===== src/hw/rtl/node_command_transactor_core_defines.svh =====
// Assertion helpers shared by the transactor RTL.
`ifndef NODE_COMMAND_TRANSACTOR_CORE_DEFINES_SVH
`define NODE_COMMAND_TRANSACTOR_CORE_DEFINES_SVH

// Same-cycle implication, disabled while reset is asserted.
`define NCT_ASSERT_IMP(label, clk, rstn, ante, cons) \
    label: assert property (@(posedge clk) disable iff (!(rstn)) (ante) |-> (cons)) \
        else $error("transactor assertion failed");

// Next-cycle implication, disabled while reset is asserted.
`define NCT_ASSERT_NEXT(label, clk, rstn, ante, cons) \
    label: assert property (@(posedge clk) disable iff (!(rstn)) (ante) |=> (cons)) \
        else $error("transactor assertion failed");

`endif


===== src/hw/rtl/nct_pkg.sv =====
`default_nettype none

package nct_pkg;

    localparam int NODE_BITS = 6;
    localparam logic [NODE_BITS-1:0] NODE_BROADCAST = {NODE_BITS{1'b1}};

    localparam int CFG_INDEX_BITS = 3;
    localparam int CFG_DATA_BITS  = 64;
    localparam int S_DATA_BITS    = 32;
    localparam int S_USER_BITS    = 2;
    localparam int M_DATA_BITS    = 24;
    localparam int M_USER_BITS    = 1;

    // Register indexes
    localparam logic [CFG_INDEX_BITS-1:0] CFG_FLUSH_TIMEOUT = 3'd0;
    localparam logic [CFG_INDEX_BITS-1:0] CFG_REPLY_TIMEOUT = 3'd1;
    localparam logic [CFG_INDEX_BITS-1:0] CFG_RETRY_GAP     = 3'd2;
    localparam logic [CFG_INDEX_BITS-1:0] CFG_RETRY_LIMIT   = 3'd3;
    localparam logic [CFG_INDEX_BITS-1:0] CFG_NODE_ENABLE   = 3'd4;

    localparam logic [15:0] FLUSH_TIMEOUT_RESET = 16'd1000;
    localparam logic [15:0] REPLY_TIMEOUT_RESET = 16'd20000;
    localparam logic [15:0] RETRY_GAP_RESET     = 16'd20000;
    localparam logic [3:0]  RETRY_LIMIT_RESET   = 4'd10;
    localparam logic [63:0] NODE_ENABLE_RESET   = 64'hFFFF_FFFF_FFFF_FFFE;

    // Request kinds
    localparam logic [1:0] REQ_COMMAND = 2'd0;
    localparam logic [1:0] REQ_RX_BYTE = 2'd1;
    localparam logic [1:0] REQ_TICK    = 2'd2;

    // Result kinds
    localparam logic KIND_TRANSMIT = 1'b0;
    localparam logic KIND_FINISH   = 1'b1;

    // Finish status codes
    localparam logic [1:0] STATUS_ANSWERED  = 2'd0;
    localparam logic [1:0] STATUS_BROADCAST = 2'd1;
    localparam logic [1:0] STATUS_DISABLED  = 2'd2;
    localparam logic [1:0] STATUS_TIMEOUT   = 2'd3;

    localparam logic [6:0]  NO_POSITION = 7'd100;
    localparam logic [7:0]  FRAME_HEAD  = 8'hA5;
    localparam logic [7:0]  FRAME_TAIL  = 8'hFF;
    localparam logic [15:0] WAIT_MAX    = 16'hFFFF;

    // Result slots of one burst: five frame bytes, then the finish report
    localparam logic [2:0] SLOT_HEAD   = 3'd0;
    localparam logic [2:0] SLOT_ADDR   = 3'd1;
    localparam logic [2:0] SLOT_FIRST  = 3'd2;
    localparam logic [2:0] SLOT_SECOND = 3'd3;
    localparam logic [2:0] SLOT_TAIL   = 3'd4;
    localparam logic [2:0] SLOT_FINISH = 3'd5;

    typedef enum logic [4:0] {
        PH_IDLE  = 5'b00001,
        PH_FLUSH = 5'b00010,
        PH_NODE  = 5'b00100,
        PH_POS   = 5'b01000,
        PH_GAP   = 5'b10000
    } phase_t;

endpackage

`default_nettype wire


===== src/hw/rtl/node_command_transactor_core.sv =====
// Result path: the first result of a transaction is registered in the burst register at
// the accepting edge, then in the output register, which drives m_, once that is free.
// Throughput: one input transaction per cycle while each causes at most one result and
// the result stream is not stalled; results leave one per cycle while m_tready is high,
// so a frame burst (five or six results) holds s_tready low until its last result moves
// into the output register. Reset: synchronous, active-low aresetn; control state and
// configuration registers take their documented reset values, no result is pending.
`default_nettype none

`include "node_command_transactor_core_defines.svh"

module node_command_transactor_core (
    input  wire logic                                  aclk,
    input  wire logic                                  aresetn,
    // configuration write channel
    input  wire logic                                  cfg_valid,
    output logic                                       cfg_ready,
    input  wire logic [nct_pkg::CFG_INDEX_BITS-1:0]    cfg_index,
    input  wire logic [nct_pkg::CFG_DATA_BITS-1:0]     cfg_data,
    // input stream
    input  wire logic                                  s_tvalid,
    output logic                                       s_tready,
    // command_code[1:0], target_node[7:2], payload_first[15:8],
    // payload_second[23:16], received_byte[31:24]
    input  wire logic [nct_pkg::S_DATA_BITS-1:0]       s_tdata,
    // req_type[1:0]
    input  wire logic [nct_pkg::S_USER_BITS-1:0]       s_tuser,
    // result stream
    output logic                                       m_tvalid,
    input  wire logic                                  m_tready,
    // transmit_byte[7:0], finish_status[9:8], attempts_used[13:10],
    // reported_position[20:14], zero[23:21]
    output logic [nct_pkg::M_DATA_BITS-1:0]            m_tdata,
    // result_kind[0]
    output logic [nct_pkg::M_USER_BITS-1:0]            m_tuser,
    output logic                                       m_tlast
);
    import nct_pkg::*;

    // configuration
    logic [15:0] flush_timeout_reg;
    logic [15:0] reply_timeout_reg;
    logic [15:0] retry_gap_reg;
    logic [3:0]  retry_limit_reg;
    logic [63:0] node_enable_reg;

    // transaction state
    phase_t               phase_reg, phase_next;
    logic [1:0]           cmd_reg, cmd_next;
    logic [NODE_BITS-1:0] node_reg, node_next;
    logic [7:0]           first_reg, first_next;
    logic [7:0]           second_reg, second_next;
    logic [15:0]          wait_reg, wait_next;
    logic [3:0]           attempt_reg, attempt_next;
    logic [NODE_BITS-1:0] echo_reg, echo_next;
    logic [6:0]           pos_reg, pos_next;

    // input fields
    logic [1:0]           in_req;
    logic [1:0]           in_cmd;
    logic [NODE_BITS-1:0] in_node;
    logic [7:0]           in_first;
    logic [7:0]           in_second;
    logic [7:0]           in_rx;

    logic        s_fire;
    logic        go_start, go_frame, go_fail, go_endgap, go_finish;
    logic [1:0]  fin_status;
    logic [6:0]  fin_pos;
    logic [15:0] wait_inc;
    logic [3:0]  limit_eff;

    // burst register
    logic       b_valid_reg;
    logic       b_finish_reg;
    logic [2:0] b_slot_reg;
    logic [7:0] b_addr_reg, b_first_reg, b_second_reg;
    logic [1:0] b_status_reg;
    logic [3:0] b_attempt_reg;
    logic [6:0] b_pos_reg;
    logic       b_last;
    logic       b_move;
    logic       b_done;
    logic [7:0] b_byte;
    logic       b_kind;

    // output register
    logic       o_valid_reg;
    logic       o_kind_reg;
    logic [7:0] o_byte_reg;
    logic [1:0] o_status_reg;
    logic [3:0] o_attempt_reg;
    logic [6:0] o_pos_reg;
    logic       o_last_reg;
    logic       o_free;

    assign in_req    = s_tuser;
    assign in_cmd    = s_tdata[1:0];
    assign in_node   = s_tdata[2 +: NODE_BITS];
    assign in_first  = s_tdata[15:8];
    assign in_second = s_tdata[23:16];
    assign in_rx     = s_tdata[31:24];

    assign cfg_ready = 1'b1;

    always_ff @(posedge aclk) begin
        if (!aresetn) begin
            flush_timeout_reg <= FLUSH_TIMEOUT_RESET;
            reply_timeout_reg <= REPLY_TIMEOUT_RESET;
            retry_gap_reg     <= RETRY_GAP_RESET;
            retry_limit_reg   <= RETRY_LIMIT_RESET;
            node_enable_reg   <= NODE_ENABLE_RESET;
        end else if (cfg_valid && cfg_ready) begin
            unique case (cfg_index)
                CFG_FLUSH_TIMEOUT: flush_timeout_reg <= cfg_data[15:0];
                CFG_REPLY_TIMEOUT: reply_timeout_reg <= cfg_data[15:0];
                CFG_RETRY_GAP:     retry_gap_reg     <= cfg_data[15:0];
                CFG_RETRY_LIMIT:   retry_limit_reg   <= cfg_data[3:0];
                CFG_NODE_ENABLE:   node_enable_reg   <= cfg_data;
                default: ;
            endcase
        end
    end

    assign wait_inc  = (wait_reg != WAIT_MAX) ? wait_reg + 16'd1 : wait_reg;
    assign limit_eff = (retry_limit_reg == 4'd0) ? 4'd1 : retry_limit_reg;

    // Next state for one transaction: decode the request, then resolve the chain
    // fail -> end of gap -> new attempt -> frame in that order.
    always_comb begin
        phase_next   = phase_reg;
        cmd_next     = cmd_reg;
        node_next    = node_reg;
        first_next   = first_reg;
        second_next  = second_reg;
        wait_next    = wait_reg;
        attempt_next = attempt_reg;
        echo_next    = echo_reg;
        pos_next     = pos_reg;
        go_start     = 1'b0;
        go_frame     = 1'b0;
        go_fail      = 1'b0;
        go_endgap    = 1'b0;
        go_finish    = 1'b0;
        fin_status   = STATUS_ANSWERED;
        fin_pos      = NO_POSITION;

        case (in_req)
            REQ_COMMAND: begin
                if (phase_reg == PH_IDLE) begin
                    cmd_next     = in_cmd;
                    node_next    = in_node;
                    first_next   = in_first;
                    second_next  = in_second;
                    attempt_next = 4'd0;
                    pos_next     = NO_POSITION;
                    echo_next    = '0;
                    wait_next    = 16'd0;
                    if (!node_enable_reg[in_node]) begin
                        go_finish  = 1'b1;
                        fin_status = STATUS_DISABLED;
                        fin_pos    = NO_POSITION;
                    end else begin
                        go_start = 1'b1;
                    end
                end
            end
            REQ_RX_BYTE: begin
                unique case (phase_reg)
                    PH_FLUSH: go_frame = 1'b1;
                    PH_NODE: begin
                        echo_next  = in_rx[NODE_BITS-1:0];
                        wait_next  = 16'd0;
                        phase_next = PH_POS;
                    end
                    PH_POS: begin
                        if (in_rx < 8'(NO_POSITION)) begin
                            pos_next = in_rx[6:0];
                        end
                        if (echo_reg == node_reg) begin
                            go_finish  = 1'b1;
                            fin_status = STATUS_ANSWERED;
                            fin_pos    = pos_next;
                        end else begin
                            go_fail = 1'b1;
                        end
                    end
                    default: ;
                endcase
            end
            REQ_TICK: begin
                unique case (phase_reg)
                    PH_FLUSH: begin
                        wait_next = wait_inc;
                        go_frame  = (wait_inc >= flush_timeout_reg);
                    end
                    PH_NODE, PH_POS: begin
                        wait_next = wait_inc;
                        go_fail   = (wait_inc >= reply_timeout_reg);
                    end
                    PH_GAP: begin
                        wait_next = wait_inc;
                        go_endgap = (wait_inc >= retry_gap_reg);
                    end
                    default: ;
                endcase
            end
            default: ;
        endcase

        if (go_fail) begin
            wait_next  = 16'd0;
            phase_next = PH_GAP;
            if (retry_gap_reg == 16'd0) begin
                go_endgap = 1'b1;
            end
        end

        if (go_endgap) begin
            if (attempt_next >= limit_eff) begin
                go_finish  = 1'b1;
                fin_status = STATUS_TIMEOUT;
                fin_pos    = pos_next;
            end else begin
                go_start = 1'b1;
            end
        end

        if (go_start) begin
            pos_next  = NO_POSITION;
            echo_next = '0;
            wait_next = 16'd0;
            if (flush_timeout_reg == 16'd0) begin
                go_frame = 1'b1;
            end else begin
                phase_next = PH_FLUSH;
            end
        end

        if (go_frame) begin
            attempt_next = attempt_next + 4'd1;
            wait_next    = 16'd0;
            if (node_next == NODE_BROADCAST) begin
                go_finish  = 1'b1;
                fin_status = STATUS_BROADCAST;
                fin_pos    = pos_next;
            end else begin
                phase_next = PH_NODE;
            end
        end

        if (go_finish) begin
            phase_next = PH_IDLE;
        end
    end

    // Burst to output register handoff
    assign o_free   = !o_valid_reg || m_tready;
    assign b_last   = (b_slot_reg == SLOT_FINISH) || ((b_slot_reg == SLOT_TAIL) && !b_finish_reg);
    assign b_move   = b_valid_reg && o_free;
    assign b_done   = b_move && b_last;
    assign s_tready = !b_valid_reg || b_done;
    assign s_fire   = s_tvalid && s_tready;

    always_comb begin
        case (b_slot_reg)
            SLOT_HEAD:   b_byte = FRAME_HEAD;
            SLOT_ADDR:   b_byte = b_addr_reg;
            SLOT_FIRST:  b_byte = b_first_reg;
            SLOT_SECOND: b_byte = b_second_reg;
            SLOT_TAIL:   b_byte = FRAME_TAIL;
            default:     b_byte = 8'd0;
        endcase
    end
    assign b_kind = (b_slot_reg == SLOT_FINISH) ? KIND_FINISH : KIND_TRANSMIT;

    always_ff @(posedge aclk) begin
        if (!aresetn) begin
            phase_reg   <= PH_IDLE;
            cmd_reg     <= '0;
            node_reg    <= '0;
            first_reg   <= '0;
            second_reg  <= '0;
            wait_reg    <= '0;
            attempt_reg <= '0;
            echo_reg    <= '0;
            pos_reg     <= NO_POSITION;
        end else if (s_fire) begin
            phase_reg   <= phase_next;
            cmd_reg     <= cmd_next;
            node_reg    <= node_next;
            first_reg   <= first_next;
            second_reg  <= second_next;
            wait_reg    <= wait_next;
            attempt_reg <= attempt_next;
            echo_reg    <= echo_next;
            pos_reg     <= pos_next;
        end
    end

    // Load a new burst, or step through the current one
    always_ff @(posedge aclk) begin
        if (!aresetn) begin
            b_valid_reg <= 1'b0;
            b_slot_reg  <= SLOT_HEAD;
        end else if (s_fire && (go_frame || go_finish)) begin
            b_valid_reg <= 1'b1;
            b_slot_reg  <= go_frame ? SLOT_HEAD : SLOT_FINISH;
        end else if (b_done) begin
            b_valid_reg <= 1'b0;
        end else if (b_move) begin
            b_slot_reg <= b_slot_reg + 3'd1;
        end
    end

    always_ff @(posedge aclk) begin
        if (s_fire && (go_frame || go_finish)) begin
            b_finish_reg  <= go_finish;
            b_addr_reg    <= (8'(cmd_next) << 6) | 8'(node_next);
            b_first_reg   <= first_next;
            b_second_reg  <= second_next;
            b_status_reg  <= fin_status;
            b_attempt_reg <= attempt_next;
            b_pos_reg     <= fin_pos;
        end
    end

    always_ff @(posedge aclk) begin
        if (!aresetn) begin
            o_valid_reg <= 1'b0;
        end else if (o_free) begin
            o_valid_reg <= b_valid_reg;
        end
    end

    always_ff @(posedge aclk) begin
        if (b_move) begin
            o_kind_reg    <= b_kind;
            o_byte_reg    <= b_byte;
            o_status_reg  <= (b_kind == KIND_FINISH) ? b_status_reg : 2'd0;
            o_attempt_reg <= (b_kind == KIND_FINISH) ? b_attempt_reg : 4'd0;
            o_pos_reg     <= (b_kind == KIND_FINISH) ? b_pos_reg : 7'd0;
            o_last_reg    <= b_last;
        end
    end

    assign m_tvalid = o_valid_reg;
    assign m_tuser  = o_kind_reg;
    assign m_tlast  = o_last_reg;
    assign m_tdata  = {3'd0, o_pos_reg, o_attempt_reg, o_status_reg, o_byte_reg};

    `NCT_ASSERT_IMP(a_no_broadcast_reply_wait, aclk, aresetn,
        (phase_reg == PH_NODE) || (phase_reg == PH_POS), node_reg != NODE_BROADCAST)
    `NCT_ASSERT_IMP(a_burst_not_empty, aclk, aresetn,
        b_valid_reg, b_finish_reg || (b_slot_reg != SLOT_FINISH))
    `NCT_ASSERT_IMP(a_position_in_range, aclk, aresetn,
        o_valid_reg, o_pos_reg <= NO_POSITION)
    `NCT_ASSERT_NEXT(a_result_follows_burst, aclk, aresetn,
        b_valid_reg && o_free, o_valid_reg)

endmodule

`default_nettype wire

===== config.mk =====
export PLATFORM = sky130hd
export DESIGN_NAME = node_command_transactor_core
export DESIGN_NICKNAME = d
export VERILOG_FILES = /design/src/hw/rtl/nct_pkg.sv /design/src/hw/rtl/node_command_transactor_core.sv
export VERILOG_INCLUDE_DIRS = /design/src /design/src/hw/rtl
export SDC_FILE = /design/constraint.sdc
export NUM_CORES = 1
export LEC_CHECK = 0
export ABC_AREA = 1
export BUFFER_PORTS_ARGS = -buffer_cell sky130_fd_sc_hd__buf_2
export CAP_MARGIN = 20
export CORE_MARGIN = 2
export CORE_UTILIZATION = 60
export CTS_CLUSTER_SIZE = 30
export DETAILED_ROUTE_END_ITERATION = 6
export HOLD_SLACK_MARGIN = 0.15
export PLACE_DENSITY = 0.92
export SLEW_MARGIN = 15
export SYNTH_ARGS = -nofsm -noshare
export SYNTH_HDL_FRONTEND = slang
export SYNTH_SLANG_ARGS = --single-unit

===== constraint.sdc =====
create_clock -name aclk -period 11.8 [get_ports aclk]
set_input_delay 0.59 -clock aclk [delete_from_list [all_inputs] [get_ports aclk]]
set_output_delay 0.59 -clock aclk [all_outputs]
set_load 0.005 [all_outputs]

==> reports/results.ini, run 1 <==
[clock_tree]
numCtsBuffers=25
cts-resized-gates=0
post-cts-setup-buffer-count=0
clock_pin_transition_on_the_worst_setup_and_hold_timing_paths_ns=0.06
cts.root.buffer_cell=clkbuf_16
cts_tree=built
htree_levels=1
clock_sink_count=244
clkLatencyLatePin_ns=0.52
largest_buffer_count_on_any_clock_path=3
cts-hold-fix-buffers=0

[power_and_ir_drop]
power.switching_fraction_pct=26.9
power.internal_uw=1460
p_switching_uw=536
seq_power_share_pct=46.4
total_power_uw=2000
p_leak_uw=0.00669
powerDensity_nw_per_um2=143
power.share.clock_pct=39.5
irDropWorstVdd_mv=0.103
power.combinational.fraction_pct=14.1

[timing]
final.setup.tns_ns=0
report.final.setup_viol=0
period_share_pct=40.8
fmax_mhz=208
max_slew.worst_pin.slew_ns=1.02
slew-limit-headroom_pct=31.6
finalHoldViolations=0
grt_setup_unrepaired=false
finalCriticalPeriod_ns=4.81
final-max-slew-violation-count=0
clock-skew-final_ns=0.0128

[logic_synthesis]
syn_area_per_cell_sq_um=7.45
synth_cell_types=45
yosysWarnings=0
post_synth_edffs=61
synth-seq-cells=244
seq_area_frac_synth_pct=44.0
dominantRegCellSynth=dfxtp_1
synth_async_sr_flop_share_pct=0
syn_area_sq_um=12500
syn-instance-count=1674

[layout]
post_layout_nonfiller_instances=2047
most_common_library_cell_in_the_layout_ignoring_fill_and_taps=nand2_1
layout.filler_cells=1584
largest_register_ffs=64
multi_input_area_sq_um=5870
design.final.nets=1927
layout-area-overhead-vs-synth_pct=12.1
mostFrequentLayoutCells=nand2_1, inv_1, dfxtp_1
register_area_sq_um=5500
drive_above_1_share_pct=12.1

[floorplanning]
die_w_um=148
row_count=52
dieHeight_um=148
initial_core_util_pct=61.5
top_level_ports=135
die-area_sq_um=22000
core_area_sq_um=20300

[critical_path]
data_arrival_critical_path_ns=4.96
worst_setup_path_end_kind=flip-flop
cp_max_fo=39
slowest_delay_ns=0.60
cp.required_ns=11.95
criticalPathCategory=reg -> reg
critPathSlowestCell=inv_2
critical_path.most_common_cell=nand2_1
setup.worst_path.start_class=flip-flop

[route]
drc_errors=1
average_detailed_routed_wire_length_per_instance_um=15.4
detail_route.first_pass.iterations=7
drt-initial-drc-count=1050
drt_wl_total_mm=31.5
drt.antenna.violating_nets=0
vias=11481
vias_per_cell=5.61

[global_routing]
groute.usage.overall_pct=28.3
largest_net_degree_at_the_start_of_global_routing=103
globalRouteOverflowTotal=0
global_route_wire_length_before_repair_mm=51.4
antenna_found_initial=3
grt_pass1_vias=10920

[outcome]
violations=DRC
result_of_the_run=finished, violations left

[placement]
io_buffers=130
post-dp-hpwl_mm=22.0
final_wtd_congestion=0.942
dp_cells=2002

[hold_path]
type_of_the_worst_min_delay_path=in -> reg

[run]
cap_viol_max_count=0

worst paths after layout:
kind / startpoint / endpoint / slack (ns) / depth (start not counted)
setup / recovery: wait_reg[0]$_SDFFE_PN0P_ / b_first_reg[0]$_DFFE_PP_ / 6.99 / 29
hold / removal: cfg_data[47] / node_enable_reg[47]$_SDFFE_PN1P_ / 0.27 / 3
setup reg to reg: wait_reg[0]$_SDFFE_PN0P_ / b_first_reg[0]$_DFFE_PP_ / 6.99 / 29
hold reg to reg: first_reg[3]$_SDFFE_PN0P_ / first_reg[3]$_SDFFE_PN0P_ / 0.45 / 2
worst max-delay path, delay by kind of cell (launching register included):
kind,cells,cell delay [ns]
buffers and inverters,4,0.83
flip-flops,1,0.40
AND/OR/NAND/NOR,22,2.50
adder cells (fa/ha/maj),2,0.54
XOR/XNOR,1,0.17
synth_stat cells, types with 15 or more instances:
| library cell | n | share of area, % |
|---|---|---|
| edfxtp_1 | 61 | 15 |
| o21ai_0 | 117 | 4.7 |
| dfxtp_1 | 183 | 29 |
| nand2_1 | 424 | 13 |
| inv_1 | 191 | 5.7 |
| ha_1 | 62 | 6.2 |
| o211ai_1 | 21 | 1.3 |
| nor2_1 | 108 | 3.2 |
| a21oi_1 | 124 | 5.0 |
| nor3_1 | 18 | 0.72 |
| nand3_1 | 162 | 6.5 |
| nand4_1 | 20 | 1.0 |
| xor2_1 | 15 | 1.1 |
| clkbuf_1 | 56 | 1.7 |
kinds of logic after synthesis:
logic type	Yosys count	synth area share, %
AOI/OAI and AO/OA	294	12.6
xor gates and xnor gates	20	1.40
adders and majority gates	62	6.22
buffers and inverters	285	9.05
DFF	244	44.0
muxes	1	0.0802
other	2	0.0602
and+or+nand+nor	766	26.5
power by group through the flow:
stage | Combinational, uW | Clock [uW] | Sequential, uW
2_1_floorplan | 196 | 0 | 937
3_3_place_gp | 262 | 0 | 941
3_5_place_dp | 272 | 0 | 943
4_1_cts | 276 | 792 | 925
5_1_grt | 316 | 828 | 929
6_report | 280 | 789 | 926
layout make-up:
| class | count | area share, % |
|---|---|---|
| diodes | 3 | 0.0537 |
| clock buffers | 32 | 5.03 |
| clock inverters | 10 | 0.787 |
| inverters | 205 | 5.50 |
| multi-input cells | 1147 | 41.9 |
| flip-flops and latches | 244 | 39.3 |
| well taps | 270 | 2.42 |
| repair buffers | 136 | 4.99 |
metal layers:
layer  vias to the layer above  global-route usage (%)  wire length, um
li1                       5654                       -                -
met1                      5225                    35.8            12800
met5                         -                       0                0
met2                       496                    48.4            15000
met4                         0                    12.5             1280
met3                       106                    4.11             2300
through the flow:
step	utilization [%]	hold WS [ns]	area, sq um	worst slack, ns
floorplan	-	0.425	12500	7.82
global route	68.9	0.292	14000	6.34
global placement	64.9	0.434	13200	7.13
CTS	68.9	0.271	14000	7.02
finish	68.9	0.273	14000	6.99
detailed placement	64.9	0.441	13200	6.96
(Power assumes the default switching activity.)
==> inputs of run 2 (changes only) <==
--- a/config.mk
+++ b/config.mk
@@ -10,11 +10,11 @@
 export BUFFER_PORTS_ARGS = -buffer_cell sky130_fd_sc_hd__buf_2
 export CAP_MARGIN = 20
 export CORE_MARGIN = 2
-export CORE_UTILIZATION = 60
+export CORE_UTILIZATION = 54
 export CTS_CLUSTER_SIZE = 30
 export DETAILED_ROUTE_END_ITERATION = 6
 export HOLD_SLACK_MARGIN = 0.15
-export PLACE_DENSITY = 0.92
+export PLACE_DENSITY = 0.88
 export SLEW_MARGIN = 15
 export SYNTH_ARGS = -nofsm -noshare
 export SYNTH_HDL_FRONTEND = slang
==> constraint.sdc (replaced) <==
create_clock -name aclk -period 4.2 [get_ports aclk]
set_input_delay 0.21 -clock aclk [delete_from_list [all_inputs] [get_ports aclk]]
set_output_delay 0.21 -clock aclk [all_outputs]
set_load 0.005 [all_outputs]
==> run 2 against run 1 <==
  * The run now ends clean
  * Non-clock buffer count up 123
  * Critical path depth decreased by 3
  * Die area increased by 11%
  * Sequential power increased to 2.8 times the previous value
  * Register-to-register slack got worse by 6.7 ns
  * Worst hold slack lost 0.060 ns
  * Combinational power grew to 3.3 times the previous value
  * Clock skew up 0.0031 ns
  * Core utilization shrank 0.21 points
  * Maximum frequency up 22%
  * Final cell count is 7.0% higher
==> reports/results.ini, run 2 (synthesis gave the netlist of run 1 again) <==
[power_and_ir_drop]
irDropWorstVdd_mv=0.375  ; was 0.103 mV
p_leak_uw=0.00735  ; was 0.00669 uW
total_power_uw=6080  ; was 2000 uW
powerDensity_nw_per_um2=391  ; was 143 nW/um^2

[clock_tree]
clkLatencyLatePin_ns=0.54  ; was 0.52 ns
numCtsBuffers=27  ; was 25
clock_sink_count=244  ; unchanged
clock_pin_transition_on_the_worst_setup_and_hold_timing_paths_ns=0.06  ; about the same
cts.root.buffer_cell=clkbuf_16  ; unchanged
cts_tree=built  ; unchanged
htree_levels=1  ; unchanged
largest_buffer_count_on_any_clock_path=3  ; unchanged

[timing]
final.setup.tns_ns=0  ; unchanged
fmax_mhz=254  ; was 208 MHz
max_slew.worst_pin.slew_ns=1.10  ; was 1.02 ns
finalHoldViolations=0  ; unchanged
slew-limit-headroom_pct=26.3  ; was 31.6%
clock-skew-final_ns=0.0158  ; was 0.0128 ns
period_share_pct=93.7  ; was 40.8%
setup_ws_ns=0.263  ; was 6.99 ns
final-max-slew-violation-count=0  ; unchanged
report.final.setup_viol=0  ; unchanged
finalCriticalPeriod_ns=3.94  ; was 4.81 ns

[layout]
most_common_library_cell_in_the_layout_ignoring_fill_and_taps=nand2_1  ; unchanged
design.final.nets=2052  ; was 1927
largest_register_ffs=64  ; unchanged
finish.instance_area_sq_um=15600  ; was 14000 sq um
post_layout_nonfiller_instances=2191  ; was 2047
register_area_sq_um=5500  ; about the same
layout-area-overhead-vs-synth_pct=24.7  ; was 12.1%
multi_input_area_sq_um=6010  ; was 5870 sq um
drive_above_1_share_pct=14.3  ; was 12.1%
mostFrequentLayoutCells=nand2_1, inv_1, dfxtp_1  ; unchanged
layout.filler_cells=1711  ; was 1584

[critical_path]
cp_max_fo=10  ; was 39
rrSetupSlack_ns=0.26  ; was 6.99 ns
criticalPathCategory=reg -> reg  ; unchanged
slowest_delay_ns=0.37  ; was 0.60 ns
r2r_end=b_second_reg[1]$_DFFE_PP_  ; was b_first_reg[0]$_DFFE_PP_
crit_path_buf_inv_count=3  ; was 4
setup.worst_path.start_class=flip-flop  ; unchanged
cp.required_ns=4.45  ; was 11.95 ns
critical_path_depth=26  ; was 29
data_arrival_critical_path_ns=4.19  ; was 4.96 ns
cp_top_delay_family=simple AND/OR/NAND/NOR gates  ; unchanged
worst_setup_path_end_kind=flip-flop  ; unchanged
ff2ff_path_depth=26  ; was 29
critPathSlowestCell=dfxtp_4  ; was inv_2
regToRegStartpoint=wait_reg[0]$_SDFFE_PN0P_  ; unchanged
critical_path.most_common_cell=nand2_4  ; was nand2_1

[placement]
post_dp_cell_area_sq_um=13300  ; was 13200 sq um
dp_cells=2028  ; was 2002
post-dp-hpwl_mm=22.6  ; was 22.0 mm
final_wtd_congestion=0.943  ; was 0.942
io_buffers=130  ; unchanged
post-place-ws_ns=-0.109  ; was 6.96 ns

[route]
detail_route.first_pass.iterations=6  ; was 7
drc_errors=0  ; was 1
vias_per_cell=5.61  ; about the same
drt_wl_total_mm=36.1  ; was 31.5 mm
drt.antenna.violating_nets=0  ; unchanged
drt-initial-drc-count=1156  ; was 1050
vias=12296  ; was 11481
average_detailed_routed_wire_length_per_instance_um=16.5  ; was 15.4 um

[run]
cap_viol_max_count=0  ; unchanged

[global_routing]
largest_net_degree_at_the_start_of_global_routing=116  ; was 103
antenna_found_initial=1  ; was 3
globalRouteOverflowTotal=0  ; unchanged
grt_pass1_vias=11728  ; was 10920
groute.usage.overall_pct=28.7  ; was 28.3%
global_route_wire_length_before_repair_mm=57.0  ; was 51.4 mm

[hold_path]
type_of_the_worst_min_delay_path=in -> reg  ; unchanged
holdPathStages=3  ; unchanged
whs_endpoint=b_addr_reg[3]$_DFFE_PP_  ; was node_enable_reg[47]$_SDFFE_PN1P_
hp-start=s_tdata[5]  ; was cfg_data[47]

[floorplanning]
die_w_um=156  ; was 148 um
row_count=55  ; was 52
top_level_ports=135  ; unchanged
core_area_sq_um=22600  ; was 20300 sq um
dieHeight_um=156  ; was 148 um
die-area_sq_um=24300  ; was 22000 sq um
initial_core_util_pct=55.1  ; was 61.5%

[outcome]
result_of_the_run=completed  ; was finished, violations left

==> run 2: area by class of cell <==
| type | instances | area share, % |
|---|---|---|
| antenna | 1 | 0.0161 |
| clock buffer | 34 | 4.83 |
| clock inverter | 16 | 1.41 |
| inverter | 205 | 5.00 |
| multi-input combinational | 1147 | 38.6 |
| sequential | 244 | 35.4 |
| tap | 285 | 2.29 |
| timing repair buffer | 259 | 12.4 |
==> run 2: worst max-delay path by stage <==
| stage | from | endpoint | slack [ns] |
|---|---|---|---|
| finish | wait_reg[0]$_SDFFE_PN0P_ | b_second_reg[1]$_DFFE_PP_ | 0.26 |
| global route | wait_reg[0]$_SDFFE_PN0P_ | b_finish_reg$_DFFE_PP_ | -0.02 |
| CTS | wait_reg[0]$_SDFFE_PN0P_ | b_first_reg[0]$_DFFE_PP_ | 0.02 |
| detailed placement | wait_reg[0]$_SDFFE_PN0P_ | wait_reg[2]$_SDFFE_PN0P_ | -0.11 |
| global placement | wait_reg[0]$_SDFFE_PN0P_ | wait_reg[2]$_SDFFE_PN0P_ | 0.08 |
| floorplan | wait_reg[0]$_SDFFE_PN0P_ | b_addr_reg[0]$_DFFE_PP_ | 0.22 |
==> run 2: metal layers <==
| metal | vias up | global-route usage, % | routed length [um] |
|---|---|---|---|
| li1 | 5911 | - | - |
| met1 | 5632 | 34.9 | 14500 |
| met2 | 602 | 50.9 | 17500 |
| met3 | 151 | 4.22 | 2560 |
| met4 | 0 | 11.8 | 1570 |
| met5 | - | 0 | 0 |
==> run 2: worst reg2reg max path, delay by kind of cell (launching register included) <==
kind	cells	cell delay, ns
compound gates	3	0.36
xor+xnor	1	0.21
fa+ha+maj	2	0.48
buf+inv	3	0.40
flops	1	0.37
simple gates	17	1.83
==> run 2: timing repair <==
action,in CTS,in global routing
pin swaps,1,9
hold buffers,94,1
endpoints found under the setup margin,64,87
gates resized for setup,5,35
gates cloned,0,4
setup buffers,0,12
endpoints found under the hold margin,155,21
==> run 2: per-stage QoR <==
stage | hold WS [ns] | utilization, %
CTS | 0.180 | 67.2
detailed placement | 0.423 | 58.7
floorplan | 0.336 | -
finish | 0.212 | 68.7
global route | 0.265 | 68.7
global placement | 0.422 | 58.7
==> run 2: power breakdown <==
group / switching, uW / leakage [uW] / internal (uW)
Sequential: 69.3 / 0.00207 / 2540
Combinational: 573 / 0.00481 / 354
Clock: 973 / 0.000474 / 1570
Total: 1620 / 0.00735 / 4470
